==> config.mk <==
export PLATFORM = sky130hd
export DESIGN_NAME = full_linear_convolution_top
export DESIGN_NICKNAME = d
export VERILOG_FILES = /design/src/rtl/flcv_pkg.sv /design/src/rtl/flcv_queue.sv /design/src/rtl/flcv_front.sv /design/src/rtl/flcv_back.sv /design/src/rtl/full_linear_convolution_top.sv
export VERILOG_INCLUDE_DIRS = /design/src /design/src/rtl
export SDC_FILE = /design/constraint.sdc
export NUM_CORES = 2
export LEC_CHECK = 0
export BUFFER_PORTS_ARGS = -buffer_cell sky130_fd_sc_hd__buf_2
export CAP_MARGIN = 20
export CORE_ASPECT_RATIO = 0.6
export CORE_MARGIN = 10
export CORE_UTILIZATION = 57
export CTS_CLUSTER_SIZE = 30
export DETAILED_ROUTE_END_ITERATION = 12
export MAX_ROUTING_LAYER = met4
export PLACE_DENSITY = 0.76
export SLEW_MARGIN = 20
export SYNTH_ARGS = -nofsm -noshare
export SYNTH_HDL_FRONTEND = slang
export SYNTH_SLANG_ARGS = --single-unit
==> constraint.sdc <==
create_clock -name clock -period 6.4 [get_ports clock]
set_input_delay 1.92 -clock clock [delete_from_list [all_inputs] [get_ports clock]]
set_output_delay 1.92 -clock clock [all_outputs]
set_load 0.01 [all_outputs]
==> src/rtl/assert_macros.svh <==
// assertion helpers shared by the rtl, clocked on clock and idle in reset
`ifndef ASSERT_MACROS_SVH
`define ASSERT_MACROS_SVH

// condition that must hold at every edge
`define ASSERT_ALWAYS(name, expr, msg) \
   name: assert property (@(posedge clock) disable iff (reset) (expr)) else $error(msg);

// condition that must follow from another in the same cycle
`define ASSERT_IMPLY(name, ante, cons, msg) \
   name: assert property (@(posedge clock) disable iff (reset) (ante) |-> (cons)) else $error(msg);

`endif

==> src/rtl/flcv_pkg.sv <==
// ---------------------------------------------------------------------------
// flcv_pkg
// shared constants and types of the full linear convolution block
// ---------------------------------------------------------------------------
package flcv_pkg;

   // default sizes
   localparam int DEF_MAX_TAPS    = 32;
   localparam int DEF_SAMPLE_BITS = 16;

   // exact result width and its byte padded bus width
   localparam int RESULT_BITS = 37;
   localparam int RSP_TDATA_W = ((RESULT_BITS + 7) / 8) * 8;

   // depth of the queue between front and back
   localparam int QUEUE_DEPTH = 4;

   // operation codes carried in tuser
   localparam logic OP_TAP    = 1'b0;
   localparam logic OP_SAMPLE = 1'b1;

   // control part of one queued word
   typedef struct packed {
      logic is_sample;
      logic last;
   } ctl_type;

endpackage

==> src/rtl/flcv_queue.sv <==
// ---------------------------------------------------------------------------
// flcv_queue
// short register queue decoupling the input side from the engine
// ---------------------------------------------------------------------------
module flcv_queue
   import flcv_pkg::*;
#(
   parameter int WIDTH = 18,
   parameter int DEPTH = QUEUE_DEPTH
) (
   input  logic             clock,
   input  logic             reset,
   input  logic             push,
   input  logic [WIDTH-1:0] push_data,
   output logic             full,
   input  logic             pop,
   output logic [WIDTH-1:0] pop_data,
   output logic             not_empty
);

   localparam int PW = (DEPTH > 1) ? $clog2(DEPTH) : 1;
   localparam int CW = $clog2(DEPTH + 1);

   logic [WIDTH-1:0] store_ff [DEPTH];
   logic [PW-1:0]    wr_ptr_ff, wr_ptr_in;
   logic [PW-1:0]    rd_ptr_ff, rd_ptr_in;
   logic [CW-1:0]    count_ff, count_in;

   assign full      = (count_ff == CW'(DEPTH));
   assign not_empty = (count_ff != '0);
   assign pop_data  = store_ff[rd_ptr_ff];

   // pointer and fill count update
   always_comb begin
      wr_ptr_in = wr_ptr_ff;
      rd_ptr_in = rd_ptr_ff;
      count_in  = count_ff;
      if (push) begin
         wr_ptr_in = (wr_ptr_ff == PW'(DEPTH - 1)) ? '0 : wr_ptr_ff + PW'(1);
      end
      if (pop) begin
         rd_ptr_in = (rd_ptr_ff == PW'(DEPTH - 1)) ? '0 : rd_ptr_ff + PW'(1);
      end
      if (push && !pop) begin
         count_in = count_ff + CW'(1);
      end else if (pop && !push) begin
         count_in = count_ff - CW'(1);
      end
   end

   always_ff @(posedge clock) begin
      if (reset) begin
         wr_ptr_ff <= '0;
         rd_ptr_ff <= '0;
         count_ff  <= '0;
      end else begin
         wr_ptr_ff <= wr_ptr_in;
         rd_ptr_ff <= rd_ptr_in;
         count_ff  <= count_in;
      end
   end

   // payload storage
   always_ff @(posedge clock) begin
      if (push) begin
         store_ff[wr_ptr_ff] <= push_data;
      end
   end

endmodule

==> src/rtl/flcv_front.sv <==
// ---------------------------------------------------------------------------
// flcv_front
// input side: takes words, classifies them as tap or sample and queues them
// ---------------------------------------------------------------------------
module flcv_front
   import flcv_pkg::*;
#(
   parameter int SAMPLE_BITS = DEF_SAMPLE_BITS,
   parameter int TDATA_W     = ((DEF_SAMPLE_BITS + 7) / 8) * 8
) (
   input  logic                          clock,
   input  logic                          reset,
   input  logic                          req_tvalid,
   output logic                          req_tready,
   input  logic [TDATA_W-1:0]            req_tdata,
   input  logic                          req_tuser,
   input  logic                          req_tlast,
   output logic                          item_valid,
   input  logic                          item_pop,
   output ctl_type                       item_ctl,
   output logic signed [SAMPLE_BITS-1:0] item_value
);

   localparam int QW = SAMPLE_BITS + $bits(ctl_type);

   logic          q_full;
   logic          push;
   ctl_type       push_ctl;
   logic [QW-1:0] push_word;
   logic [QW-1:0] pop_word;

   // classify the incoming word
   always_comb begin
      push_ctl.is_sample = (req_tuser == OP_SAMPLE);
      push_ctl.last      = req_tlast;
   end

   assign req_tready = !q_full;
   assign push       = req_tvalid && !q_full;
   assign push_word  = {push_ctl, req_tdata[SAMPLE_BITS-1:0]};

   flcv_queue #(
      .WIDTH (QW),
      .DEPTH (QUEUE_DEPTH)
   ) u_queue (
      .clock     (clock),
      .reset     (reset),
      .push      (push),
      .push_data (push_word),
      .full      (q_full),
      .pop       (item_pop),
      .pop_data  (pop_word),
      .not_empty (item_valid)
   );

   // unpack the head of the queue
   assign item_ctl   = ctl_type'(pop_word[QW-1:SAMPLE_BITS]);
   assign item_value = $signed(pop_word[SAMPLE_BITS-1:0]);

endmodule

==> src/rtl/flcv_back.sv <==
// ---------------------------------------------------------------------------
// flcv_back
// engine: tap store, sample history, serial multiply accumulate and result
// register; flushes the tail after the last sample
// ---------------------------------------------------------------------------
module flcv_back
   import flcv_pkg::*;
#(
   parameter int MAX_TAPS    = DEF_MAX_TAPS,
   parameter int SAMPLE_BITS = DEF_SAMPLE_BITS
) (
   input  logic                          clock,
   input  logic                          reset,
   input  logic                          item_valid,
   output logic                          item_pop,
   input  ctl_type                       item_ctl,
   input  logic signed [SAMPLE_BITS-1:0] item_value,
   output logic                          rsp_tvalid,
   input  logic                          rsp_tready,
   output logic [RESULT_BITS-1:0]        rsp_result,
   output logic                          rsp_tlast
);

   localparam int AW         = (MAX_TAPS > 1) ? $clog2(MAX_TAPS) : 1;
   localparam int CW         = $clog2(MAX_TAPS + 1);
   localparam int HIST_DEPTH = 2 ** AW;
   localparam int PW         = 2 * SAMPLE_BITS;

   localparam logic [1:0] ST_IDLE = 2'd0;
   localparam logic [1:0] ST_MAC  = 2'd1;
   localparam logic [1:0] ST_OUT  = 2'd2;

   // storage
   logic signed [SAMPLE_BITS-1:0] tap_mem  [MAX_TAPS];
   logic signed [SAMPLE_BITS-1:0] hist_mem [HIST_DEPTH];

   // control state
   logic [1:0]    state_ff, state_in;
   logic [CW-1:0] tap_count_ff, tap_count_in;
   logic          set_closed_ff, set_closed_in;
   logic [AW-1:0] newest_ff, newest_in;
   logic [CW-1:0] fill_ff, fill_in;
   logic          is_last_ff, is_last_in;
   logic [CW-1:0] tail_ff, tail_in;
   logic [CW-1:0] idx_ff, idx_in;
   logic          rd_vld_ff, prod_vld_ff;
   logic          out_vld_ff, out_vld_in;

   // datapath
   logic signed [SAMPLE_BITS-1:0] tap_rd_ff, hist_rd_ff;
   logic                          hist_ok_ff;
   logic signed [PW-1:0]          prod_ff;
   logic [RESULT_BITS-1:0]        acc_ff, acc_in;
   logic [RESULT_BITS-1:0]        out_data_ff, out_data_in;
   logic                          out_last_ff, out_last_in;

   // write strobes and shared signals
   logic                          tap_we;
   logic [CW-1:0]                 tap_waddr;
   logic                          hist_we;
   logic signed [SAMPLE_BITS-1:0] hist_wdata;
   logic                          issue;
   logic                          out_free;
   logic [CW-1:0]                 tail_next;
   logic [CW-1:0]                 fill_next;

   assign item_pop  = (state_ff == ST_IDLE) && item_valid;
   assign issue     = (state_ff == ST_MAC) && (idx_ff < tap_count_ff);
   assign out_free  = !out_vld_ff || rsp_tready;
   assign tail_next = tail_ff + CW'(1);
   assign fill_next = (fill_ff < CW'(MAX_TAPS)) ? fill_ff + CW'(1) : fill_ff;

   // sequencer
   always_comb begin
      state_in      = state_ff;
      tap_count_in  = tap_count_ff;
      set_closed_in = set_closed_ff;
      newest_in     = newest_ff;
      fill_in       = fill_ff;
      is_last_in    = is_last_ff;
      tail_in       = tail_ff;
      idx_in        = idx_ff;
      acc_in        = acc_ff;
      out_vld_in    = out_vld_ff && !rsp_tready;
      out_data_in   = out_data_ff;
      out_last_in   = out_last_ff;
      tap_we        = 1'b0;
      tap_waddr     = set_closed_ff ? '0 : tap_count_ff;
      hist_we       = 1'b0;
      hist_wdata    = item_value;

      if (prod_vld_ff) begin
         acc_in = acc_ff + RESULT_BITS'(prod_ff);
      end

      unique case (state_ff)
         ST_IDLE: begin
            if (item_valid) begin
               if (item_ctl.is_sample) begin
                  // shift the sample into the history
                  hist_we    = 1'b1;
                  newest_in  = newest_ff + AW'(1);
                  fill_in    = fill_next;
                  is_last_in = item_ctl.last;
                  tail_in    = '0;
                  idx_in     = '0;
                  acc_in     = '0;
                  state_in   = ST_MAC;
               end else begin
                  // tap load, a closed set restarts at entry zero
                  tap_count_in  = tap_waddr;
                  set_closed_in = 1'b0;
                  if (tap_waddr < CW'(MAX_TAPS)) begin
                     tap_we       = 1'b1;
                     tap_count_in = tap_waddr + CW'(1);
                  end
                  if (item_ctl.last) begin
                     set_closed_in = 1'b1;
                  end
               end
            end
         end
         ST_MAC: begin
            if (issue) begin
               idx_in = idx_ff + CW'(1);
            end else if (!rd_vld_ff && !prod_vld_ff) begin
               state_in = ST_OUT;
            end
         end
         ST_OUT: begin
            if (out_free) begin
               out_vld_in  = 1'b1;
               out_data_in = acc_ff;
               out_last_in = is_last_ff && (tail_next >= tap_count_ff);
               if (is_last_ff && (tail_next < tap_count_ff)) begin
                  // tail output: shift a zero in and run again
                  hist_we    = 1'b1;
                  hist_wdata = '0;
                  newest_in  = newest_ff + AW'(1);
                  fill_in    = fill_next;
                  tail_in    = tail_next;
                  idx_in     = '0;
                  acc_in     = '0;
                  state_in   = ST_MAC;
               end else begin
                  if (is_last_ff) begin
                     fill_in = '0;
                  end
                  state_in = ST_IDLE;
               end
            end
         end
         default: begin
            state_in = ST_IDLE;
         end
      endcase
   end

   // control registers
   always_ff @(posedge clock) begin
      if (reset) begin
         state_ff      <= ST_IDLE;
         tap_count_ff  <= '0;
         set_closed_ff <= 1'b1;
         newest_ff     <= '0;
         fill_ff       <= '0;
         is_last_ff    <= 1'b0;
         tail_ff       <= '0;
         idx_ff        <= '0;
         rd_vld_ff     <= 1'b0;
         prod_vld_ff   <= 1'b0;
         out_vld_ff    <= 1'b0;
      end else begin
         state_ff      <= state_in;
         tap_count_ff  <= tap_count_in;
         set_closed_ff <= set_closed_in;
         newest_ff     <= newest_in;
         fill_ff       <= fill_in;
         is_last_ff    <= is_last_in;
         tail_ff       <= tail_in;
         idx_ff        <= idx_in;
         rd_vld_ff     <= issue;
         prod_vld_ff   <= rd_vld_ff;
         out_vld_ff    <= out_vld_in;
      end
   end

   // memories: one write, one registered read each
   always_ff @(posedge clock) begin
      if (tap_we) begin
         tap_mem[tap_waddr[AW-1:0]] <= item_value;
      end
      if (hist_we) begin
         hist_mem[newest_ff + AW'(1)] <= hist_wdata;
      end
      tap_rd_ff  <= tap_mem[idx_ff[AW-1:0]];
      hist_rd_ff <= hist_mem[newest_ff - idx_ff[AW-1:0]];
      hist_ok_ff <= (idx_ff < fill_ff);
   end

   // product, accumulator and result register
   always_ff @(posedge clock) begin
      prod_ff     <= hist_ok_ff ? tap_rd_ff * hist_rd_ff : $signed(PW'(0));
      acc_ff      <= acc_in;
      out_data_ff <= out_data_in;
      out_last_ff <= out_last_in;
   end

   assign rsp_tvalid = out_vld_ff;
   assign rsp_result = out_data_ff;
   assign rsp_tlast  = out_last_ff;

   `include "assert_macros.svh"

   `ASSERT_ALWAYS(a_fill_bound, fill_ff <= CW'(MAX_TAPS), "history fill count overran")
   `ASSERT_ALWAYS(a_tap_bound, tap_count_ff <= CW'(MAX_TAPS), "tap count overran")
   `ASSERT_IMPLY(a_idle_drained, state_ff == ST_IDLE, !rd_vld_ff && !prod_vld_ff, "busy in idle")
   `ASSERT_IMPLY(a_tail_bound, state_ff == ST_MAC, tail_ff < CW'(MAX_TAPS), "tail count overran")

endmodule

==> src/rtl/full_linear_convolution_top.sv <==
// latency: a sample word's result passes the history write, the tap walk, the read, product
// and accumulator registers and the result register; each tail word after the last sample runs the walk again
// throughput: one tap word per cycle while the engine is idle; the engine takes no new word until
// a sample's result and tail are out, as the single multiply accumulate unit walks the tap store one entry a cycle
// reset: synchronous; clears control, the tap count and the history fill count, so
// history and tap contents read as empty without a clearing pass
// ---------------------------------------------------------------------------
// full_linear_convolution_top
// full linear convolution as a streaming fir: tap words load the impulse
// response, sample words give one output each, the last sample flushes the tail
// ---------------------------------------------------------------------------
module full_linear_convolution_top
   import flcv_pkg::*;
#(
   parameter int MAX_TAPS    = DEF_MAX_TAPS,
   parameter int SAMPLE_BITS = DEF_SAMPLE_BITS,
   localparam int TDATA_W    = ((SAMPLE_BITS + 7) / 8) * 8
) (
   input  logic                   clock,
   input  logic                   reset,
   input  logic                   req_tvalid,
   output logic                   req_tready,
   input  logic [TDATA_W-1:0]     req_tdata,  // [SAMPLE_BITS-1:0] sample_value
   input  logic                   req_tuser,  // [0] operation
   input  logic                   req_tlast,
   output logic                   rsp_tvalid,
   input  logic                   rsp_tready,
   output logic [RSP_TDATA_W-1:0] rsp_tdata,  // [36:0] result_value
   output logic                   rsp_tlast
);

   logic                          item_valid;
   logic                          item_pop;
   ctl_type                       item_ctl;
   logic signed [SAMPLE_BITS-1:0] item_value;
   logic [RESULT_BITS-1:0]        rsp_result;

   flcv_front #(
      .SAMPLE_BITS (SAMPLE_BITS),
      .TDATA_W     (TDATA_W)
   ) u_front (
      .clock      (clock),
      .reset      (reset),
      .req_tvalid (req_tvalid),
      .req_tready (req_tready),
      .req_tdata  (req_tdata),
      .req_tuser  (req_tuser),
      .req_tlast  (req_tlast),
      .item_valid (item_valid),
      .item_pop   (item_pop),
      .item_ctl   (item_ctl),
      .item_value (item_value)
   );

   flcv_back #(
      .MAX_TAPS    (MAX_TAPS),
      .SAMPLE_BITS (SAMPLE_BITS)
   ) u_back (
      .clock      (clock),
      .reset      (reset),
      .item_valid (item_valid),
      .item_pop   (item_pop),
      .item_ctl   (item_ctl),
      .item_value (item_value),
      .rsp_tvalid (rsp_tvalid),
      .rsp_tready (rsp_tready),
      .rsp_result (rsp_result),
      .rsp_tlast  (rsp_tlast)
   );

   // zero pad the result to whole bytes
   assign rsp_tdata = {(RSP_TDATA_W - RESULT_BITS)'(0), rsp_result};

endmodule

==> flow_summary.ini <==
[outcome]
status = complete, no violations

[sta]
postLayoutSetupSlackWorst_ns = 0.201
slew_headroom_pct = 24.0
tightest_slew_ns = 1.14
period_needed_ns = 6.20
fin_crit_sh_pct = 96.9
slew_violations = 0
fin_setup_tns_ns = 0
setup_violations = 0
hold_viol = 0
finalClockSkew_ns = 0.0610
max_freq_mhz = 161

[critical_path]
r2r_end = u_back.prod_ff[30]
r2r_cells = 21
worstSetupPathType = reg -> reg
crit_fanout = 9
cp-startpoint = u_back.hist_rd_ff[3]
worstSetupStartpointType = flop
worstSetupEndpoint = u_back.prod_ff[30]
r2r_setup_slack_ns = 0.20
crit_arrival_ns = 6.78
worstPathRequired_ns = 6.98
critical_path.endpoint_type = flop
r2r_start = u_back.hist_rd_ff[3]

[cells_and_area]
layout_common_cells = edfxtp_1 (1134), mux4_2 (338), inv_1 (319)
fin_util_pct = 63.5
layout.cells.most_common = edfxtp_1
fin_nets = 4185
area_growth_pct = 11.0
drive_gt1_share_pct = 22.6

[logic_synthesis]
synthTopCellsByArea = edfxtp_1 (57%), mux4_2 (13%), fa_1 (8.8%)
synth_area_um2 = 60000
synth-adder-area-share_pct = 12.1
syn_area_per_cell_um2 = 16.8
ys_seq_area_share_pct = 61.7
yosysWarnings = 0
ys.flop_type = edfxtp_1
synthArstFlopShare_pct = 0
synth_top_family_by_area = multiplexers
synth_xor_area_share_pct = 1.27
yosysTopAreaCell = edfxtp_1
synth.area.mux_share_pct = 13.8
synth_edf_count = 1134
synthCells = 3568
synth_simple_gate_area_share_pct = 5.37
synth_compound_area_share_pct = 2.77
ys_ff_latch = 1281
yosysUniqueCellTypes = 69
yosysTopAreaCellShare_pct = 56.8

[place]
dpl.hpwl_um = 89700
dpl_worst_slack_ns = -0.0534
io_buffers = 61
gp_congestion = 0.904

[clock_network]
cts_made_buffers = 106
clockBufferDepth = 3
clkTransAtPathRegs_ns = 0.07
insertion_delay_ns = 0.74
cts_htree_levels = 3
cts_tree = built
root_buffer = clkbuf_16
clock_sinks = 1281

[grt]
overflow = 0
antenna_found_initial = 7
grt_pass1_vias = 32244
grt_max_degree = 72
grt_pass1_wl_um = 208000
grt.total_usage_pct = 23.9

[flow_run]
max_cap_viol_count = 0

[hold_path]
hold_path.startpoint = u_back.acc_ff[36]
min_path_type = reg -> reg

[route]
drcViolationCount = 0
vias = 31972
wire_per_inst_um = 26.2
dr.pass1.iters = 6
wl_um = 138000
detail_route.vias_per_cell = 6.09
drt_iter0_drc = 4134
antenna_left = 0

[floorplan]
initial_utilization_pct = 57.2
num_io_pins = 65
die_h_um = 271
core-area_um2 = 105000
dieArea_um2 = 119000
std_cell_rows = 92
fp.dieW_um = 439
metrics by stage:
step                area, um2  hold WS (ns)  std cells
global placement        62800         0.445       5040
finish                  66600         0.465       5248
global route            66500         0.476       5245
CTS                     66300         0.467       5239
detailed placement      62900         0.450       5042
floorplan               60000         0.429       3570
worst min path at each step:
stage,endpoint,slack [ns],cells past startpoint
after global routing,u_back.prod_vld_ff,0.48,1
after detailed placement,u_back.rsp_result[26],0.45,0
final,u_back.rsp_result[36],0.46,0
after floorplan,u_back.rsp_result[35],0.43,0
after global placement,u_back.rsp_result[36],0.45,0
after CTS,u_back.prod_vld_ff,0.47,1
sequential cells by signal (all words and copies together), names as in the netlist, 16 cells and up, named ones only:
| register | cells |
|---|---|
| u_back.acc_ff | 37 |
| u_back.hist_mem | 512 |
| u_back.hist_rd_ff | 16 |
| u_back.prod_ff | 32 |
| u_back.rsp_result | 37 |
| u_back.tap_mem | 512 |
| u_back.tap_rd_ff | 16 |
| u_front.u_queue.store_ff | 72 |
what timing repair did:
action / 4_1_cts / 5_1_grt
gates resized for setup: 5 / 48
setup endpoints to repair: 4 / 11
pin swaps: 0 / 11
setup buffers: 0 / 2
hold buffers: 0 / 0
critical path: stages (launching register included):
cell and delay, ns:
dfxtp_2 0.41, buf_4 0.22, nand2_1 0.08, fa_1 0.51, fa_1 0.58, fa_1 0.45, fa_1 0.54, inv_1 0.05
fa_1 0.46, fa_1 0.51, ha_2 0.31, a21o_1 0.17, a21o_1 0.17, a21o_1 0.18, a41oi_2 0.18, buf_4 0.17
or3_1 0.15, a21oi_2 0.09, o41ai_2 0.42, o21ai_1 0.12, xnor2_1 0.13, and2_1 0.16
logic make-up (layout without fill, tap and decap cells):
group	Yosys count	in the layout
AOI/OAI and AO/OA	254	254
xor gates and xnor gates	87	87
adders and majority gates	421	421
buffers and inverters	465	726
DFF	1281	1281
muxes	401	401
other	1	10
and+or+nand+nor	658	658
metal layers:
layer	wire length, um	GRT usage, %	vias up
met5	0	-	-
met4	2100	4.38	0
met3	14500	5.26	164
met2	60600	33.2	1589
met1	60300	36.6	16590
li1	-	-	13629
area by class of cell:
| class | instances | area [um2] |
|---|---|---|
| Tap cell | 1410 | 1760 |
| Clock buffer | 140 | 2830 |
| Antenna cell | 7 | 17.5 |
| Timing Repair Buffer | 209 | 1450 |
| Multi-Input combinational cell | 1824 | 21600 |
| Sequential cell | 1281 | 37000 |
| Clock inverter | 57 | 628 |
| Fill cell | 7210 | 38200 |
| Inverter | 320 | 1200 |
synth_stat cells, types with 10 or more instances:
library cell / n
edfxtp_1: 1134
mux4_2: 338
inv_1: 319
fa_1: 265
nand2_1: 190
ha_1: 156
nor2_1: 149
dfxtp_1: 147
and2_1: 146
clkbuf_1: 109
a21oi_1: 75
xnor2_1: 57
a21o_1: 45
o21ai_0: 40
nor3_1: 36
mux2_2: 32
mux2i_1: 31
xor2_1: 30
and3_1: 29
buf_1: 29
nor2b_1: 26
nand2b_1: 22
nand3_1: 21
a211oi_1: 15
nand4_1: 13
o21bai_1: 10
Power is not shown: default switching activity piles up to over one toggle a cycle in this logic, so the estimate is an artifact.
